==> src/design/atrp_pkg.sv <==
package atrp_pkg;

  // Payload length limit; the length field also has to fit in 12 bits
  localparam int MAX_PAYLOAD = 2048;
  localparam int LEN_CAP_I   = (MAX_PAYLOAD > 4095) ? 4095 : MAX_PAYLOAD;
  localparam logic [11:0] LEN_CAP = 12'(LEN_CAP_I);

  // Decoupling queue between classifier and parse engine
  localparam int QDEPTH = 4;
  localparam int QAW    = $clog2(QDEPTH);
  localparam int QCW    = $clog2(QDEPTH + 1);

  // Result event codes
  localparam logic [2:0] EV_PAYLOAD   = 3'd0;
  localparam logic [2:0] EV_OK        = 3'd1;
  localparam logic [2:0] EV_ERROR     = 3'd2;
  localparam logic [2:0] EV_READY     = 3'd3;
  localparam logic [2:0] EV_RESTARTED = 3'd4;
  localparam logic [2:0] EV_SEND_FAIL = 3'd5;
  localparam logic [2:0] EV_HEADER    = 3'd6;

  // Parser modes
  localparam logic [1:0] MODE_LINE = 2'd0;
  localparam logic [1:0] MODE_HDR  = 2'd1;
  localparam logic [1:0] MODE_DATA = 2'd2;

  // Header field indexes
  localparam logic [1:0] FLD_PREFIX = 2'd0;
  localparam logic [1:0] FLD_LENGTH = 2'd1;
  localparam logic [1:0] FLD_ADDR   = 2'd2;
  localparam logic [1:0] FLD_PORT   = 2'd3;

  // Line candidates: header prefix, prompt, ready, OK, SEND OK, ERROR, SEND FAIL
  localparam int NCAND = 7;
  localparam int CAND_HDR    = 0;
  localparam int CAND_PROMPT = 1;
  localparam int CAND_READY  = 2;
  localparam int CAND_OK     = 3;
  localparam int CAND_SENDOK = 4;
  localparam int CAND_ERROR  = 5;
  localparam int CAND_FAIL   = 6;

  localparam logic [7:0] CH_NUL = 8'h00;
  localparam logic [7:0] CH_CR  = 8'h0D;
  localparam logic [7:0] CH_LF  = 8'h0A;

  localparam logic [7:0] CAND_TEXT [NCAND][16] = '{
    '{"+", "I", "P", "D", CH_NUL, CH_NUL, CH_NUL, CH_NUL,
      CH_NUL, CH_NUL, CH_NUL, CH_NUL, CH_NUL, CH_NUL, CH_NUL, CH_NUL},
    '{">", " ", CH_NUL, CH_NUL, CH_NUL, CH_NUL, CH_NUL, CH_NUL,
      CH_NUL, CH_NUL, CH_NUL, CH_NUL, CH_NUL, CH_NUL, CH_NUL, CH_NUL},
    '{"r", "e", "a", "d", "y", CH_CR, CH_LF, CH_NUL,
      CH_NUL, CH_NUL, CH_NUL, CH_NUL, CH_NUL, CH_NUL, CH_NUL, CH_NUL},
    '{"O", "K", CH_CR, CH_LF, CH_NUL, CH_NUL, CH_NUL, CH_NUL,
      CH_NUL, CH_NUL, CH_NUL, CH_NUL, CH_NUL, CH_NUL, CH_NUL, CH_NUL},
    '{"S", "E", "N", "D", " ", "O", "K", CH_CR,
      CH_LF, CH_NUL, CH_NUL, CH_NUL, CH_NUL, CH_NUL, CH_NUL, CH_NUL},
    '{"E", "R", "R", "O", "R", CH_CR, CH_LF, CH_NUL,
      CH_NUL, CH_NUL, CH_NUL, CH_NUL, CH_NUL, CH_NUL, CH_NUL, CH_NUL},
    '{"S", "E", "N", "D", " ", "F", "A", "I",
      "L", CH_CR, CH_LF, CH_NUL, CH_NUL, CH_NUL, CH_NUL, CH_NUL}
  };

  localparam logic [3:0] CAND_LEN [NCAND] = '{
    4'd4, 4'd2, 4'd7, 4'd4, 4'd9, 4'd7, 4'd11
  };

  // One classified received byte
  typedef struct packed {
    logic [7:0] data;
    logic       is_digit;
    logic [3:0] digit;
    logic       is_colon;
    logic       is_comma;
    logic       is_dot;
    logic       is_nl;
  } atrp_item_t;

endpackage

==> src/design/at_response_datagram_parser.sv <==
// Modem response parser, one received byte per transfer.
// Input channel: in_valid / in_ready with in_rx_byte, the raw byte stream
// from the modem serial link. Result channel: out_valid / out_ready with
// one event per transfer: payload byte, ok, error, ready, restarted, send
// failed or datagram header (length, peer address, peer port).
// Bytes that complete nothing (most line text, header text) give no result.
// Throughput: one byte per cycle sustained while results are taken. The
// parse engine updates all of its state for a byte as it consumes it.
// A byte is classified combinationally and stored in a 4-entry queue
// when accepted; once the engine consumes it from the queue head, its
// result, if any, is written into the output register.
// When the receiver stalls, the output register holds its result; the
// engine stops consuming bytes, the queue fills, and in_ready drops once
// the queue is full. in_ready is simply "queue not full".
// Reset (rst_n low, synchronous) empties the queue, drops out_valid and
// returns the parser to line start with no session and no ready seen.
module at_response_datagram_parser
  import atrp_pkg::*;
(
  input  logic        clk,
  input  logic        rst_n,
  input  logic        in_valid,
  output logic        in_ready,
  input  logic [7:0]  in_rx_byte,
  output logic        out_valid,
  input  logic        out_ready,
  output logic [2:0]  out_event_res,
  output logic [7:0]  out_payload_byte,
  output logic        out_last_byte,
  output logic [11:0] out_datagram_length,
  output logic [31:0] out_peer_address,
  output logic [15:0] out_peer_port,
  output logic        out_session_valid
);

  atrp_item_t cls_item;
  atrp_item_t head_item;
  logic       q_full;
  logic       head_valid;
  logic       head_pop;

  assign in_ready = !q_full;

  // Front: byte classification
  atrp_classify u_classify (
    .rx_byte (in_rx_byte),
    .item    (cls_item)
  );

  // Queue between front and engine
  atrp_queue u_queue (
    .clk        (clk),
    .rst_n      (rst_n),
    .push       (in_valid),
    .push_item  (cls_item),
    .full       (q_full),
    .pop        (head_pop),
    .head_valid (head_valid),
    .head_item  (head_item)
  );

  // Back: parse engine and result register
  atrp_engine u_engine (
    .clk                 (clk),
    .rst_n               (rst_n),
    .item_valid          (head_valid),
    .item                (head_item),
    .item_pop            (head_pop),
    .out_valid           (out_valid),
    .out_ready           (out_ready),
    .out_event_res       (out_event_res),
    .out_payload_byte    (out_payload_byte),
    .out_last_byte       (out_last_byte),
    .out_datagram_length (out_datagram_length),
    .out_peer_address    (out_peer_address),
    .out_peer_port       (out_peer_port),
    .out_session_valid   (out_session_valid)
  );

endmodule

==> src/design/atrp_classify.sv <==
module atrp_classify
  import atrp_pkg::*;
(
  input  logic [7:0] rx_byte,
  output atrp_item_t item
);

  logic [7:0] digit_full;

  assign digit_full = rx_byte - 8'h30;

  // Character class flags used by the header parser
  always_comb begin
    item.data     = rx_byte;
    item.is_digit = (rx_byte >= "0") && (rx_byte <= "9");
    item.digit    = digit_full[3:0];
    item.is_colon = (rx_byte == ":");
    item.is_comma = (rx_byte == ",");
    item.is_dot   = (rx_byte == ".");
    item.is_nl    = (rx_byte == CH_LF);
  end

endmodule

==> src/design/atrp_queue.sv <==
module atrp_queue
  import atrp_pkg::*;
(
  input  logic       clk,
  input  logic       rst_n,
  input  logic       push,
  input  atrp_item_t push_item,
  output logic       full,
  input  logic       pop,
  output logic       head_valid,
  output atrp_item_t head_item
);

  atrp_item_t       mem [QDEPTH];
  logic [QAW-1:0]   wr_ptr_r, wr_ptr_nxt;
  logic [QAW-1:0]   rd_ptr_r, rd_ptr_nxt;
  logic [QCW-1:0]   count_r, count_nxt;
  logic             do_push, do_pop;

  assign full       = (count_r == QCW'(QDEPTH));
  assign head_valid = (count_r != '0);
  assign head_item  = mem[rd_ptr_r];
  assign do_push    = push && !full;
  assign do_pop     = pop && head_valid;

  // Pointer and fill count update
  always_comb begin
    wr_ptr_nxt = do_push ? wr_ptr_r + 1'b1 : wr_ptr_r;
    rd_ptr_nxt = do_pop  ? rd_ptr_r + 1'b1 : rd_ptr_r;
    count_nxt  = count_r;
    if (do_push && !do_pop) begin
      count_nxt = count_r + 1'b1;
    end else if (!do_push && do_pop) begin
      count_nxt = count_r - 1'b1;
    end
  end

  always_ff @(posedge clk) begin
    if (!rst_n) begin
      wr_ptr_r <= '0;
      rd_ptr_r <= '0;
      count_r  <= '0;
    end else begin
      wr_ptr_r <= wr_ptr_nxt;
      rd_ptr_r <= rd_ptr_nxt;
      count_r  <= count_nxt;
    end
  end

  // Storage
  always_ff @(posedge clk) begin
    if (do_push) begin
      mem[wr_ptr_r] <= push_item;
    end
  end

endmodule

==> src/design/atrp_engine.sv <==
module atrp_engine
  import atrp_pkg::*;
(
  input  logic        clk,
  input  logic        rst_n,
  input  logic        item_valid,
  input  atrp_item_t  item,
  output logic        item_pop,
  output logic        out_valid,
  input  logic        out_ready,
  output logic [2:0]  out_event_res,
  output logic [7:0]  out_payload_byte,
  output logic        out_last_byte,
  output logic [11:0] out_datagram_length,
  output logic [31:0] out_peer_address,
  output logic [15:0] out_peer_port,
  output logic        out_session_valid
);

  // Parser state
  logic [1:0]       mode_r, mode_nxt;
  logic [NCAND-1:0] cand_r, cand_nxt;
  logic [3:0]       pos_r, pos_nxt;
  logic [1:0]       field_r, field_nxt;
  logic [15:0]      num_r, num_nxt;
  logic [31:0]      addr_r, addr_nxt;
  logic [11:0]      remain_r, remain_nxt;
  logic             ready_seen_r, ready_seen_nxt;
  logic [31:0]      sess_addr_r, sess_addr_nxt;
  logic [15:0]      sess_port_r, sess_port_nxt;
  logic             sess_flag_r, sess_flag_nxt;

  // Output register
  logic             ovalid_r, ovalid_nxt;
  logic [2:0]       oev_r, oev_nxt;
  logic [7:0]       opay_r, opay_nxt;
  logic             olast_r, olast_nxt;
  logic [11:0]      olen_r, olen_nxt;
  logic [31:0]      oaddr_r, oaddr_nxt;
  logic [15:0]      oport_r, oport_nxt;
  logic             osess_r, osess_nxt;

  logic             take;
  logic             emit;
  logic [2:0]       ev;
  logic [NCAND-1:0] live;
  logic [3:0]       pos_inc;
  logic [19:0]      acc_wide;
  logic [19:0]      acc_cap;
  logic [31:0]      addr_shift;
  logic [11:0]      hdr_len;
  logic [31:0]      hdr_addr;
  logic [15:0]      hdr_port;
  logic [11:0]      remain_dec;

  assign take     = item_valid && (!ovalid_r || out_ready);
  assign item_pop = take;

  // Candidate match for the current line position
  always_comb begin
    for (int k = 0; k < NCAND; k++) begin
      live[k] = cand_r[k] && (pos_r < CAND_LEN[k]) && (CAND_TEXT[k][pos_r] == item.data);
    end
    pos_inc = (pos_r != 4'hF) ? pos_r + 4'd1 : pos_r;
  end

  // Decimal accumulate with per-field saturation
  always_comb begin
    acc_wide = ({4'b0, num_r} << 3) + ({4'b0, num_r} << 1) + {16'b0, item.digit};
    case (field_r)
      FLD_LENGTH: acc_cap = {8'b0, LEN_CAP};
      FLD_ADDR:   acc_cap = 20'd255;
      default:    acc_cap = 20'd65535;
    endcase
  end

  // Values that closing the header produces
  always_comb begin
    addr_shift = {addr_r[23:0], num_r[7:0]};
    hdr_len    = (field_r == FLD_LENGTH) ? num_r[11:0] : remain_r;
    hdr_addr   = (field_r == FLD_ADDR) ? addr_shift : addr_r;
    hdr_port   = (field_r == FLD_PORT) ? num_r : 16'd0;
    remain_dec = (remain_r != '0) ? remain_r - 12'd1 : remain_r;
  end

  // Per-byte parser step
  always_comb begin
    mode_nxt       = mode_r;
    cand_nxt       = cand_r;
    pos_nxt        = pos_r;
    field_nxt      = field_r;
    num_nxt        = num_r;
    addr_nxt       = addr_r;
    remain_nxt     = remain_r;
    ready_seen_nxt = ready_seen_r;
    sess_addr_nxt  = sess_addr_r;
    sess_port_nxt  = sess_port_r;
    sess_flag_nxt  = sess_flag_r;
    emit           = 1'b0;
    ev             = EV_OK;
    opay_nxt       = 8'd0;
    olast_nxt      = 1'b0;
    olen_nxt       = 12'd0;
    oaddr_nxt      = 32'd0;
    oport_nxt      = 16'd0;

    case (mode_r)
      MODE_HDR: begin
        if (item.is_colon) begin
          remain_nxt    = hdr_len;
          addr_nxt      = hdr_addr;
          sess_addr_nxt = hdr_addr;
          sess_port_nxt = hdr_port;
          sess_flag_nxt = 1'b1;
          mode_nxt      = (hdr_len != '0) ? MODE_DATA : MODE_LINE;
          pos_nxt       = '0;
          cand_nxt      = '1;
          emit          = 1'b1;
          ev            = EV_HEADER;
          olast_nxt     = (hdr_len == '0);
          olen_nxt      = hdr_len;
          oaddr_nxt     = hdr_addr;
          oport_nxt     = hdr_port;
        end else if (item.is_comma) begin
          if (field_r != FLD_PORT) begin
            if (field_r == FLD_LENGTH) begin
              remain_nxt = num_r[11:0];
            end else if (field_r == FLD_ADDR) begin
              addr_nxt = addr_shift;
            end
            field_nxt = field_r + 2'd1;
            num_nxt   = '0;
          end
        end else if ((field_r == FLD_ADDR) && item.is_dot) begin
          addr_nxt = addr_shift;
          num_nxt  = '0;
        end else if (item.is_digit && (field_r != FLD_PREFIX)) begin
          num_nxt = (acc_wide > acc_cap) ? acc_cap[15:0] : acc_wide[15:0];
        end
      end

      MODE_DATA: begin
        remain_nxt = remain_dec;
        if (remain_dec == '0) begin
          mode_nxt = MODE_LINE;
          pos_nxt  = '0;
          cand_nxt = '1;
        end
        emit      = 1'b1;
        ev        = EV_PAYLOAD;
        opay_nxt  = item.data;
        olast_nxt = (remain_dec == '0);
      end

      default: begin
        if (live[CAND_HDR] && (pos_inc == 4'd4)) begin
          mode_nxt   = MODE_HDR;
          field_nxt  = FLD_PREFIX;
          num_nxt    = '0;
          addr_nxt   = '0;
          remain_nxt = '0;
          pos_nxt    = '0;
          cand_nxt   = '1;
        end else if (live[CAND_PROMPT] && (pos_inc == 4'd2)) begin
          pos_nxt  = '0;
          cand_nxt = '1;
          emit     = 1'b1;
          ev       = EV_OK;
        end else if (item.is_nl) begin
          pos_nxt  = '0;
          cand_nxt = '1;
          if (live[CAND_READY]) begin
            emit           = 1'b1;
            ev             = ready_seen_r ? EV_RESTARTED : EV_READY;
            ready_seen_nxt = 1'b1;
          end else if (live[CAND_OK] || live[CAND_SENDOK]) begin
            emit = 1'b1;
            ev   = EV_OK;
          end else if (live[CAND_ERROR]) begin
            emit = 1'b1;
            ev   = EV_ERROR;
          end else if (live[CAND_FAIL]) begin
            emit          = 1'b1;
            ev            = EV_SEND_FAIL;
            sess_addr_nxt = '0;
            sess_port_nxt = '0;
            sess_flag_nxt = 1'b0;
          end
        end else begin
          pos_nxt  = pos_inc;
          cand_nxt = live;
        end
      end
    endcase

    oev_nxt    = ev;
    osess_nxt  = sess_flag_nxt;
    ovalid_nxt = take ? emit : (ovalid_r && !out_ready);
  end

  // State registers advance only on a consumed byte
  always_ff @(posedge clk) begin
    if (!rst_n) begin
      mode_r       <= MODE_LINE;
      cand_r       <= '1;
      pos_r        <= '0;
      field_r      <= FLD_PREFIX;
      num_r        <= '0;
      addr_r       <= '0;
      remain_r     <= '0;
      ready_seen_r <= 1'b0;
      sess_addr_r  <= '0;
      sess_port_r  <= '0;
      sess_flag_r  <= 1'b0;
      ovalid_r     <= 1'b0;
    end else begin
      ovalid_r <= ovalid_nxt;
      if (take) begin
        mode_r       <= mode_nxt;
        cand_r       <= cand_nxt;
        pos_r        <= pos_nxt;
        field_r      <= field_nxt;
        num_r        <= num_nxt;
        addr_r       <= addr_nxt;
        remain_r     <= remain_nxt;
        ready_seen_r <= ready_seen_nxt;
        sess_addr_r  <= sess_addr_nxt;
        sess_port_r  <= sess_port_nxt;
        sess_flag_r  <= sess_flag_nxt;
      end
    end
  end

  // Result payload register
  always_ff @(posedge clk) begin
    if (take && emit) begin
      oev_r   <= oev_nxt;
      opay_r  <= opay_nxt;
      olast_r <= olast_nxt;
      olen_r  <= olen_nxt;
      oaddr_r <= oaddr_nxt;
      oport_r <= oport_nxt;
      osess_r <= osess_nxt;
    end
  end

  assign out_valid           = ovalid_r;
  assign out_event_res       = oev_r;
  assign out_payload_byte    = opay_r;
  assign out_last_byte       = olast_r;
  assign out_datagram_length = olen_r;
  assign out_peer_address    = oaddr_r;
  assign out_peer_port       = oport_r;
  assign out_session_valid   = osess_r;

endmodule

==> config.mk <==
export PLATFORM = sky130hd
export DESIGN_NAME = at_response_datagram_parser
export DESIGN_NICKNAME = d
export VERILOG_FILES = /design/src/design/atrp_pkg.sv /design/src/design/at_response_datagram_parser.sv /design/src/design/atrp_classify.sv /design/src/design/atrp_queue.sv /design/src/design/atrp_engine.sv
export SDC_FILE = /design/constraint.sdc
export NUM_CORES = 1
export LEC_CHECK = 0
export BUFFER_PORTS_ARGS = -buffer_cell sky130_fd_sc_hd__buf_2
export CAP_MARGIN = 40
export CORE_MARGIN = 4
export CORE_UTILIZATION = 35
export DETAILED_ROUTE_END_ITERATION = 8
export GPL_ROUTABILITY_DRIVEN = 0
export SYNTH_ARGS = -nofsm -noshare
export SYNTH_HDL_FRONTEND = slang
export SYNTH_SLANG_ARGS = --single-unit
==> constraint.sdc <==
create_clock -name clk -period 14.5 [get_ports clk]
set_clock_uncertainty 0.1 [all_clocks]
set_input_delay 2.9 -clock clk [delete_from_list [all_inputs] [get_ports clk]]
set_output_delay 2.9 -clock clk [all_outputs]
set_load 0.005 [all_outputs]
==> results of run 1 <==
-- cells in the mapped netlist (all sizes together), types with 24 or more instances --
| cell | count |
|---|---|
| dfxtp | 87 |
| a21oi | 46 |
| nand3 | 25 |
| nand2 | 56 |
| ha | 72 |
| mux2i | 60 |
| a22o | 33 |
| edfxtp | 125 |
| nor2 | 104 |
| o21ai | 47 |
| xnor2 | 30 |
| and3 | 28 |
| inv | 33 |
| nor3 | 24 |
| clkbuf | 46 |
-- registers in the layout, summed over array words and instances, names as in the netlist, named ones only --
signal / cells
u_queue.count_r: 3
u_engine.out_valid: 1
u_engine.pos_r: 4
u_engine.field_r: 2
u_engine.out_last_byte: 1
u_engine.out_peer_port: 16
u_queue.rd_ptr_r: 2
u_engine.ready_seen_r: 1
u_engine.out_event_res: 3
u_engine.out_payload_byte: 8
u_engine.out_session_valid: 1
u_engine.out_peer_address: 32
u_engine.remain_r: 12
u_queue.mem: 52
u_engine.addr_r: 32
u_engine.out_datagram_length: 12
u_engine.sess_flag_r: 1
u_queue.wr_ptr_r: 2
u_engine.num_r: 16
u_engine.cand_r: 7
u_engine.mode_r: 2
-- power by group --
part	internal [mW]	leakage (nW)	switching, mW	total, mW
combinational	0.184	2.60	0.270	0.455
sequential	0.686	1.71	0.0344	0.721
clock	0.331	0.358	0.236	0.567
total	1.20	4.67	0.541	1.74
-- worst register-to-register path, cell delays in order, from the launching register on --
cell      delay (ns)
dfxtp_1         0.57
buf_8           0.21
mux4_2          0.70
fa_1            0.65
ha_1            0.24
a21o_1          0.19
and4_1          0.20
o21ai_0         0.47
o21a_1          0.28
nor2_1          0.08
xor2_1          0.15
ha_1            0.32
a21oi_1         0.15
o21a_1          0.16
nand2b_1        0.07
o41ai_1         0.36
nand4_1         0.25
nor4_2          0.48
buf_4           0.26
a221o_1         0.15
-- final cells by class --
type	count	share of cell area [%]
Tap cell	442	4.16
Clock inverter	10	0.443
Inverter	33	0.932
Multi-Input combinational cell	791	44.0
Clock buffer	34	5.19
Sequential cell	212	41.4
Timing Repair Buffer	96	3.92
-- per-layer routing --
| metal | vias up | track usage (%) | wire length (µm) | share of wire, % |
|---|---|---|---|---|
| met2 | 274 | 24.7 | 13100 | 45 |
| met5 | - | 0 | 0 | 0 |
| met3 | 47 | 2.12 | 1700 | 5.9 |
| li1 | 4292 | - | - | - |
| met4 | 0 | 4.28 | 669 | 2.3 |
| met1 | 4173 | 22.4 | 13500 | 47 |
-- worst min path at each step --
stage          depth (start not counted)  slack [ns]                               end                        startpoint
6_report                               1        0.38  u_engine.addr_r[26]$_SDFFE_PN0P_  u_engine.addr_r[26]$_SDFFE_PN0P_
5_1_grt                                1        0.39  u_engine.addr_r[26]$_SDFFE_PN0P_  u_engine.addr_r[26]$_SDFFE_PN0P_
4_1_cts                                1        0.38  u_engine.addr_r[26]$_SDFFE_PN0P_  u_engine.addr_r[26]$_SDFFE_PN0P_
3_5_place_dp                           1        0.36  u_engine.addr_r[26]$_SDFFE_PN0P_  u_engine.addr_r[26]$_SDFFE_PN0P_
3_3_place_gp                           1        0.36  u_engine.addr_r[28]$_SDFFE_PN0P_  u_engine.addr_r[28]$_SDFFE_PN0P_
2_1_floorplan                          2        0.34   u_engine.cand_r[1]$_SDFFE_PN1P_   u_engine.cand_r[1]$_SDFFE_PN1P_
-- logic make-up after synthesis --
| group | share of synthesized area [%] |
|---|---|
| simple gates | 15.8 |
| compound gates | 14.9 |
| flops | 46.9 |
| buf+inv | 3.53 |
| fa+ha+maj | 8.19 |
| mux | 7.62 |
| xor+xnor | 3.13 |
==> results by group, run 1 <==
Setup path
  • Worst path slowest cell: mux4_2
  • Setup slack, reg-to-reg: 8.40 ns
  • Endpoint class of the critical path: flop
  • R2R cell count: 19
  • CP endpoint: u_engine.num_r[6]$_SDFFE_PN0P_
  • CP Max Fanout: 13
  • Crit Path Category: flop to flop
  • Worst path arrival time: 6.45 ns
  • Max incr delay on CP: 0.70 ns
  • Critical Path Stages: 19
  • R2r endpoint: u_engine.num_r[6]$_SDFFE_PN0P_
  • Worst-path cell chain: buf_8, mux4_2, fa_1, ha_1, a21o_1, and4_1, o21ai_0, o21a_1, nor2_1, xor2_1, ha_1, a21oi_1, o21a_1, nand2b_1, o41ai_1, nand4_1, nor4_2, buf_4, a221o_1
  • Startpoint Class: flop
  • Family with the most delay on the worst path: compound AO/OA/AOI/OAI gates
  • Required time of the critical path: 14.85 ns
  • WP buf/inv: 2

Route
  • Final antenna-violating net count: 0
  • Drt pass-1 iters: 6
  • Total detailed-routing wirelength: 29.0 mm
  • Initial DRC count: 606
  • DR vias/cell: 5.43
  • DRC viols: 0
  • Vias: 8786
  • Wirelength per Cell: 17.9 µm

Pwr
  • Pwr Density: 131 mW/mm²
  • Worst vdd ir: 0.0728 mV
  • Total power: 1.74 mW
  • Leakage: 4.67 nW

Clock tree
  • H-tree Lvls: 1
  • CTS Buffer Depth: 3
  • Cts bufs inserted: 24
  • Hold-fix buffers, CTS: 0
  • Clk Latency, worst-skew pair: 0.51 ns
  • CTS root buffer: clkbuf_16
  • Clock transition at path regs: 0.06 ns
  • Resize count post-CTS: 0
  • Setup bufs post-CTS: 0
  • CTS tree: yes
  • Clock sink count: 212

Logic synthesis
  • Post-synth cell types: 76
  • Post-synthesis sequential element count: 212
  • Synth top area share: 32.0%
  • Syn nets: 1185
  • Sequential area share after synthesis: 46.9%
  • Asr flop ratio synth: 0%
  • Prevailing post-synth register cell: edfxtp_1
  • Synth warnings: 0
  • Mean Syn Cell Area: 10.7 µm²
  • EDFF count, synth: 125
  • Gate Count Post-Synth: 1098
  • Top cells by area, synth: edfxtp_1 32%, dfxtp_1 15%, ha_1 7.7%, mux2i_1 5.1%, nor2_1 3.3%
  • Cell area after synthesis: 0.0117 mm²
  • Area leader, netlist: edfxtp_1

Worst hold path
  • Worst hold-check path type: flop to flop

Placement
  • Post-detail-place hpwl: 20.6 mm
  • Post-Place Cells: 1574
  • DP Worst Slack: 8.38 ns
  • Port bufs: 86
  • Placed inst area: 0.0125 mm²

Floorplanning
  • Die Y-Extent: 191 µm
  • Starting Density: 35.8%
  • Ports: 87
  • Die Width: 191 µm
  • Cell row count: 66
  • Die area: 0.0365 mm²
  • Core Area: 0.0328 mm²

Final layout
  • Layout Cells excl Fill: 1618
  • Layout net count: 1245
  • Area Overhead vs Synth: 13.3%
  • # diodes: 0
  • Footprint of the multi-input gates: 0.00585 mm²
  • Most common cell after layout, fill and taps aside: edfxtp_1
  • Share of cells above drive strength 1: 14.2%
  • Commonest cells after routing, fill and taps aside: 125 x edfxtp_1, 104 x nor2_1, 87 x dfxtp_1
  • Post-layout util: 40.5%
  • Reg area: 0.00550 mm²
  • Post-route cell area: 0.0133 mm²
  • Fillcell total: 3221

GRT
  • Grt ovf: 0
  • Global-route wire length before repair: 46.7 mm
  • Number of global-route vias before repair: 8494
  • GRT Overall Usage: 15.6%
  • Initial antenna violation count: 0
  • Pin count of the biggest net entering global routing: 61

Timing
  • Post-route minimum period: 6.10 ns
  • Worst-margin pin slew: 0.933 ns
  • Final Hold Viols: 0
  • Fin worst setup slack: 8.40 ns
  • Final period util: 42.1%
  • WHS: 0.379 ns
  • Fmax: 164 MHz
  • RSZ-0062 raised after global routing: no
  • Final Max Tran Viols: 0
  • Final setup viols: 0
  • Worst relative slew slack: 37.0%
  • Total Neg Setup Slack: 0 ns

Run status
  • Status: complete, no violations

Job
  • Max Cap Violations: 0
No activity file was read; power rests on OpenSTA's default activity.
==> run 2, diff against run 1 <==
==> constraint.sdc (replaced) <==
create_clock -name clk -period 5.5 [get_ports clk]
set_clock_uncertainty 0.1 [all_clocks]
set_input_delay 1.1 -clock clk [delete_from_list [all_inputs] [get_ports clk]]
set_output_delay 1.1 -clock clk [all_outputs]
set_load 0.005 [all_outputs]
==> run 2 against run 1 <==
Effect of this change:
- core utilization rose by 0.85 points
- sequential share of layout area fell by 0.84 points
- maximum frequency rose by 19%
- sequential power rose to 2.6 times the previous value
- final cell count rose by 1.5%
- flip-flop and latch count did not move
- global-route usage rose by 0.21 points
- die area did not move
- worst setup slack got worse by 8.0 ns
- via count rose by 1.8%
- largest power group unchanged
==> results by group, run 2 (synthesis gave the netlist of run 1 again) <==
Final layout
  • Fillcell total: 3118 (-3.2%)
  • Share of cells above drive strength 1: 16.7% (+2.5 points)
  • Largest register by flop count: u_queue.mem
  • Layout Cells excl Fill: 1643 (+1.5%)
  • Commonest cells after routing, fill and taps aside: 125 x edfxtp_1, 104 x nor2_1, 86 x dfxtp_1, 86 x buf_2, 71 x ha_1
  • Area Overhead vs Synth: 15.7%
  • Most common cell after layout, fill and taps aside: edfxtp_1
  • Layout net count: 1270 (+2.0%)
  • # diodes: 0 (unchanged)
  • Max reg flops: 52 (unchanged)

Timing
  • Worst-margin pin slew: 0.800 ns (-0.133 ns)
  • RSZ-0062 raised after global routing: no
  • Worst relative slew slack: 45.9% (+8.9 points)
  • Total Neg Setup Slack: 0 ns (unchanged)
  • Post-route minimum period: 5.14 ns (-0.959 ns)
  • Final Max Tran Viols: 0 (unchanged)
  • Final setup viols: 0 (unchanged)
  • Fmax: 195 MHz (+19%)
  • Final Hold Viols: 0 (unchanged)
  • Final period util: 93.5% (+51 points)

Setup path
  • Crit Path Category: flop to flop
  • CP Max Fanout: 8 (-5)
  • Required time of the critical path: 5.85 ns (-9.00 ns)
  • Endpoint class of the critical path: flop
  • Startpoint Class: flop
  • Worst path arrival time: 5.49 ns (-0.96 ns)

Pwr
  • Total power: 4.78 mW (+170%)
  • Pwr Density: 353 mW/mm² (+170%)
  • Worst vdd ir: 0.213 mV (+190%)
  • Leakage: 4.83 nW (+3.4%)

Clock tree
  • CTS tree: yes
  • Clock sink count: 212 (unchanged)
  • Clock transition at path regs: 0.06 ns (about the same)
  • Clk Latency, worst-skew pair: 0.51 ns (about the same)
  • CTS root buffer: clkbuf_16
  • CTS Buffer Depth: 3 (unchanged)
  • Hold-fix buffers, CTS: 0 (unchanged)
  • H-tree Lvls: 1 (unchanged)
  • Cts bufs inserted: 25 (+4.2%)

Route
  • Wirelength per Cell: 18.0 µm (+0.63%)
  • Initial DRC count: 618 (+2.0%)
  • Drt pass-1 iters: 5 (-1)
  • Total detailed-routing wirelength: 29.6 mm (+2.2%)
  • DR vias/cell: 5.44 (+0.25%)
  • Vias: 8944 (+1.8%)
  • Final antenna-violating net count: 0 (unchanged)
  • DRC viols: 0 (unchanged)

Placement
  • Post-Place Cells: 1596 (+1.4%)
  • Post-detail-place hpwl: 21.3 mm (+3.1%)
  • Port bufs: 86 (unchanged)

GRT
  • Number of global-route vias before repair: 8562 (+0.80%)
  • GRT Overall Usage: 15.8% (+0.21 points)
  • Pin count of the biggest net entering global routing: 62 (+1.6%)
  • Grt ovf: 0 (unchanged)
  • Initial antenna violation count: 0 (unchanged)
  • Global-route wire length before repair: 47.1 mm (+0.80%)

Floorplanning
  • Die Y-Extent: 191 µm (unchanged)
  • Die area: 0.0365 mm² (unchanged)
  • Ports: 87 (unchanged)
  • Starting Density: 35.8% (unchanged)
  • Die Width: 191 µm (unchanged)
  • Core Area: 0.0328 mm² (unchanged)
  • Cell row count: 66 (unchanged)

Job
  • Max Cap Violations: 0 (unchanged)

Run status
  • Status: complete, no violations

Worst hold path
  • Worst hold-check path type: flop to flop
## run 2: cell count changes in the layout (fill, tap and decap cells not counted), sizes merged
cell,change
bufinv,+2
buf,+24
clkinvlp,+1
inv,+3
clkbuf,-4
clkinv,-1
## run 2: area by class of cell
cell class | count | area, µm² | area share (%)
clock inverters | 15 | 158 | 1.16
flip-flops and latches | 212 | 5500 | 40.5
inverters | 33 | 124 | 0.913
multi-input cells | 791 | 5870 | 43.3
repair buffers | 120 | 702 | 5.17
well taps | 442 | 553 | 4.08
clock buffers | 30 | 664 | 4.90
## run 2: repair_timing
item | in CTS | in global routing
buffers inserted | 0 | 1
gates resized for setup | 0 | 9
hold endpoints to repair | 0 | 0
setup endpoints to repair | 0 | 16
## run 2: path summary, 6_finish.rpt
path                                                       start                               end  slack [ns]  depth (start not counted)
worst min-delay path            u_engine.addr_r[30]$_SDFFE_PN0P_  u_engine.addr_r[30]$_SDFFE_PN0P_        0.38                          1
worst max register to register                              flop    u_engine.num_r[4]$_SDFFE_PN0P_        0.36                         20
worst min register to register  u_engine.addr_r[30]$_SDFFE_PN0P_  u_engine.addr_r[30]$_SDFFE_PN0P_        0.38                          1
worst max-delay path                                        flop    u_engine.num_r[4]$_SDFFE_PN0P_        0.36                         20
## run 2: layer usage
metal  track usage [%]  up-vias  share of wire, %
met5                 0        -                 0
li1                  -     4335                 -
met2              25.8      280                45
met4              3.95        0               2.2
met3              1.90       42               5.5
met1              22.5     4287                47
## run 2: where the power goes
group	internal (mW)	switching (mW)
sequential	1.81	0.0677
clock	0.966	0.663
combinational	0.518	0.760
total	3.29	1.49
## run 2: per-stage QoR
stage / area (µm²) / hold WS (ns) / worst slack, ns / util (%)
6_report: 13600 / 0.377 / 0.360 / 41.4
5_1_grt: 13600 / 0.400 / 0.0320 / 41.4
4_1_cts: 13500 / 0.380 / 0.139 / 41.2
3_5_place_dp: 12700 / 0.363 / 0.185 / 38.7
3_3_place_gp: 12700 / 0.360 / 0.271 / 38.7
2_1_floorplan: 11700 / 0.336 / 0.0313 / -
## run 2: worst max-delay path, cell delays in order (launching register included)
cell	delay (ns)
dfxtp_2	0.36
mux4_2	0.56
fa_1	0.51
ha_1	0.32
a21o_1	0.19
and4_1	0.20
o21ai_0	0.15
buf_4	0.16
o21a_1	0.19
nor2_1	0.08
xor2_1	0.15
ha_1	0.32
a21oi_1	0.17
o21a_1	0.16
nand2b_1	0.07
o41ai_2	0.31
nand4_1	0.23
buf_4	0.20
nor4_2	0.28
buf_4	0.21
a221o_1	0.16
==> run 3, diff against run 2 <==
--- a/config.mk
+++ b/config.mk
@@ -5,6 +5,7 @@
 export SDC_FILE = /design/constraint.sdc
 export NUM_CORES = 1
 export LEC_CHECK = 0
+export ABC_AREA = 1
 export BUFFER_PORTS_ARGS = -buffer_cell sky130_fd_sc_hd__buf_2
 export CAP_MARGIN = 40
 export CORE_MARGIN = 4
==> run 3 against run 2 <==
Effect of this change:
- power grew 46%
- maximum frequency is 5.2% higher
- clock-buffer cell count rose by 3
- register-to-register slack better by 0.26 ns
- worst hold slack lost 0.016 ns
- die area grew 7.0%
- synthesized area increased by 7.3%
- routed wire length up 14%
- sequential share of layout area fell by 2.0 points
- synthesized cell count up 49%
- via count increased by 24%
==> results by group, run 3 <==
GRT
  • Pin count of the biggest net entering global routing: 57 (-8.1%)
  • Grt ovf: 0 (unchanged)
  • Global-route wire length before repair: 54.9 mm (+17%)
  • Initial antenna violation count: 0 (unchanged)
  • Number of global-route vias before repair: 10400 (+22%)
  • GRT Overall Usage: 16.9% (+1.1 points)

Floorplanning
  • Cell row count: 69 (+4.5%)
  • Core Area: 0.0355 mm² (+8.2%)
  • Die Y-Extent: 198 µm (+3.4%)
  • Die Width: 198 µm (+3.4%)
  • Ports: 87 (unchanged)
  • Starting Density: 35.5% (-0.32 points)
  • Die area: 0.0390 mm² (+7.0%)

Final layout
  • Layout net count: 1787 (+41%)
  • Layout Cells excl Fill: 2181 (+33%)
  • Post-route cell area: 0.0143 mm² (+5.3%)
  • Area Overhead vs Synth: 13.5%
  • Footprint of the multi-input gates: 0.00603 mm² (+2.8%)
  • Most common cell after layout, fill and taps aside: nand2_1
  • Largest register by flop count: u_queue.mem
  • Max reg flops: 52 (unchanged)
  • Reg area: 0.00550 mm² (unchanged)
  • Share of cells above drive strength 1: 10.5% (-6.3 points)
  • Fillcell total: 3601 (+15%)
  • # diodes: 0 (unchanged)
  • Commonest cells after routing, fill and taps aside: 389 x nand2_1, 184 x nor2_1, 180 x inv_1

Route
  • Initial DRC count: 902 (+46%)
  • DR vias/cell: 5.09 (-6.6%)
  • Drt pass-1 iters: 5 (unchanged)
  • Vias: 11100 (+24%)
  • Final antenna-violating net count: 0 (unchanged)
  • Total detailed-routing wirelength: 33.8 mm (+14%)
  • DRC viols: 0 (unchanged)
  • Wirelength per Cell: 15.5 µm (-14%)

Logic synthesis
  • Gate Count Post-Synth: 1631 (+49%)
  • Syn nets: 1718 (+45%)
  • Mean Syn Cell Area: 7.71 µm² (-28%)
  • Post-synthesis sequential element count: 212 (unchanged)
  • Post-synth cell types: 43 (-43%)
  • Synth warnings: 0 (unchanged)
  • Most frequent cells after synthesis: 389 x nand2_1, 184 x nor2_1, 181 x inv_1
  • Cell area after synthesis: 0.0126 mm² (+7.3%)
  • Area leader, netlist: edfxtp_1
  • Synth top area share: 29.8% (-2.2 points)
  • EDFF count, synth: 125 (unchanged)
  • Cell with the most instances after synthesis: nand2_1
  • Prevailing post-synth register cell: edfxtp_1
  • Top cells by area, synth: edfxtp_1 30%, dfxtp_1 14%, nand2_1 12%, ha_1 7.2%, a21oi_1 5.5%
  • Sequential area share after synthesis: 43.7% (-3.2 points)
  • Asr flop ratio synth: 0% (unchanged)

Run status
  • Status: complete, no violations

Timing
  • Final setup viols: 0 (unchanged)
  • Worst relative slew slack: 45.6% (-0.30 points)
  • Worst-margin pin slew: 0.812 ns (+0.0120 ns)
  • Final Max Tran Viols: 0 (unchanged)
  • RSZ-0062 raised after global routing: no
  • Final Hold Viols: 0 (unchanged)
  • Post-route minimum period: 4.88 ns (-0.256 ns)
  • Final period util: 88.8% (-4.7 points)
  • Fmax: 205 MHz (+5.2%)
  • Total Neg Setup Slack: 0 ns (unchanged)

Clock tree
  • Cts bufs inserted: 26 (+4.0%)
  • Setup bufs post-CTS: 0 (unchanged)
  • CTS Buffer Depth: 3 (unchanged)
  • Clk Latency, worst-skew pair: 0.54 ns (+0.03 ns)
  • CTS tree: yes
  • CTS root buffer: clkbuf_16
  • H-tree Lvls: 1 (unchanged)
  • Clock transition at path regs: 0.06 ns (about the same)
  • Clock sink count: 212 (unchanged)

Setup path
  • R2R cell count: 25 (+25%)
  • Startpoint Class: flop
  • Required time of the critical path: 5.86 ns (about the same)
  • Worst path arrival time: 5.24 ns (-0.25 ns)
  • Setup slack, reg-to-reg: 0.62 ns (+0.26 ns)
  • Endpoint class of the critical path: flop
  • CP Max Fanout: 18 (+10)
  • Crit Path Category: flop to flop

Pwr
  • Leakage: 6.08 nW (+26%)
  • Pwr Density: 488 mW/mm² (+38%)
  • Worst vdd ir: 0.306 mV (+44%)

Placement
  • Post-Place Cells: 2133 (+34%)
  • Post-detail-place hpwl: 24.5 mm (+15%)
  • Placed inst area: 0.0135 mm² (+5.9%)
  • Port bufs: 86 (unchanged)

Worst hold path
  • Hold Path Depth: 2 (+1)
  • Worst hold-check path type: flop to flop

Job
  • Max Cap Violations: 0 (unchanged)
==> run 3: cell types whose count changed after synthesis, moves of 16 or more <==
cell / previous run / this run
nor2_1: 104 / 184
a221o_1: 16 / 0
nand3_1: 25 / 91
o21ai_0: 47 / 134
nand2_1: 56 / 389
inv_1: 32 / 181
mux2i_1: 60 / 0
a21oi_1: 46 / 139
and3_1: 28 / 2
xnor2_1: 29 / 7
a22o_1: 33 / 0
==> run 3: cell type report <==
class	count	share of cell area (%)
flip-flops and latches	212	38.5
well taps	461	4.04
clock inverters	15	0.902
clock buffers	33	4.88
repair buffers	106	4.43
inverters	189	5.03
multi-input cells	1165	42.2
==> run 3: per-stage QoR <==
stage	total power [mW]	util [%]	setup slack [ns]	hold slack [ns]
3_5_place_dp	5.30	37.9	0.588	0.353
2_1_floorplan	4.48	-	1.19	0.336
6_report	6.96	40.3	0.616	0.361
5_1_grt	7.53	40.3	0.0169	0.383
3_3_place_gp	5.21	37.7	0.716	0.348
4_1_cts	6.97	40.2	0.564	0.362
==> run 3: cell families (layout without fill, tap and decap cells) <==
logic type      Yosys count  after routing  synth area share (%)
flops                   212            212                  43.7
fa+ha+maj                75             75                  7.64
buf+inv                 254            343                  8.39
xor+xnor                 23             23                  1.60
simple gates            733            733                  24.5
compound gates          334            334                  14.2
==> run 3: routing by layer <==
metal  GRT usage (%)  up-vias  part of all wire [%]
met5               0        -                     0
met4            5.13        0                   2.9
met3            2.66       60                   6.5
met2            26.9      331                    44
met1            24.0     5117                    46
li1                -     5587                     -
==> run 3: critical path, stage by stage (launching register included) <==
cell and delay, ns:
dfxtp_1 0.54, buf_4 0.21, nand3_1 0.14, nand2_1 0.11, inv_1 0.11, fa_1 0.46, ha_1 0.35, a21oi_1 0.19
nand2_1 0.12, nand3_1 0.08, nand2_1 0.13, a21oi_1 0.25, o21bai_1 0.11, xor2_1 0.19, inv_1 0.07, ha_1 0.29
nand2_1 0.10, nor2_1 0.05, a211oi_1 0.17, nand2_1 0.08, a21oi_1 0.16, nand3_1 0.10, buf_4 0.21, nand2_1 0.23
o211ai_1 0.14, a21oi_1 0.13
==> run 3: final timing paths <==
path | endpoint | startpoint
worst max-delay path | u_engine.num_r[1]$_SDFFE_PN0P_ | flop
worst min register to register | u_engine.addr_r[27]$_SDFFE_PN0P_ | u_engine.addr_r[27]$_SDFFE_PN0P_
worst min-delay path | u_engine.addr_r[27]$_SDFFE_PN0P_ | u_engine.addr_r[27]$_SDFFE_PN0P_
worst max register to register | u_engine.num_r[1]$_SDFFE_PN0P_ | flop
==> run 3: repair_timing <==
item	in CTS	in global routing
gates resized for setup	0	1
hold buffers	0	0
setup endpoints to repair	0	15
endpoints found under the hold margin	0	0
==> run 3: report_power, final <==
group / total [mW] / internal, mW / switching [mW]
clock: 1.64 / 0.950 / 0.691
combinational: 3.31 / 1.02 / 2.30
sequential: 2.01 / 1.87 / 0.139
total: 6.96 / 3.84 / 3.13
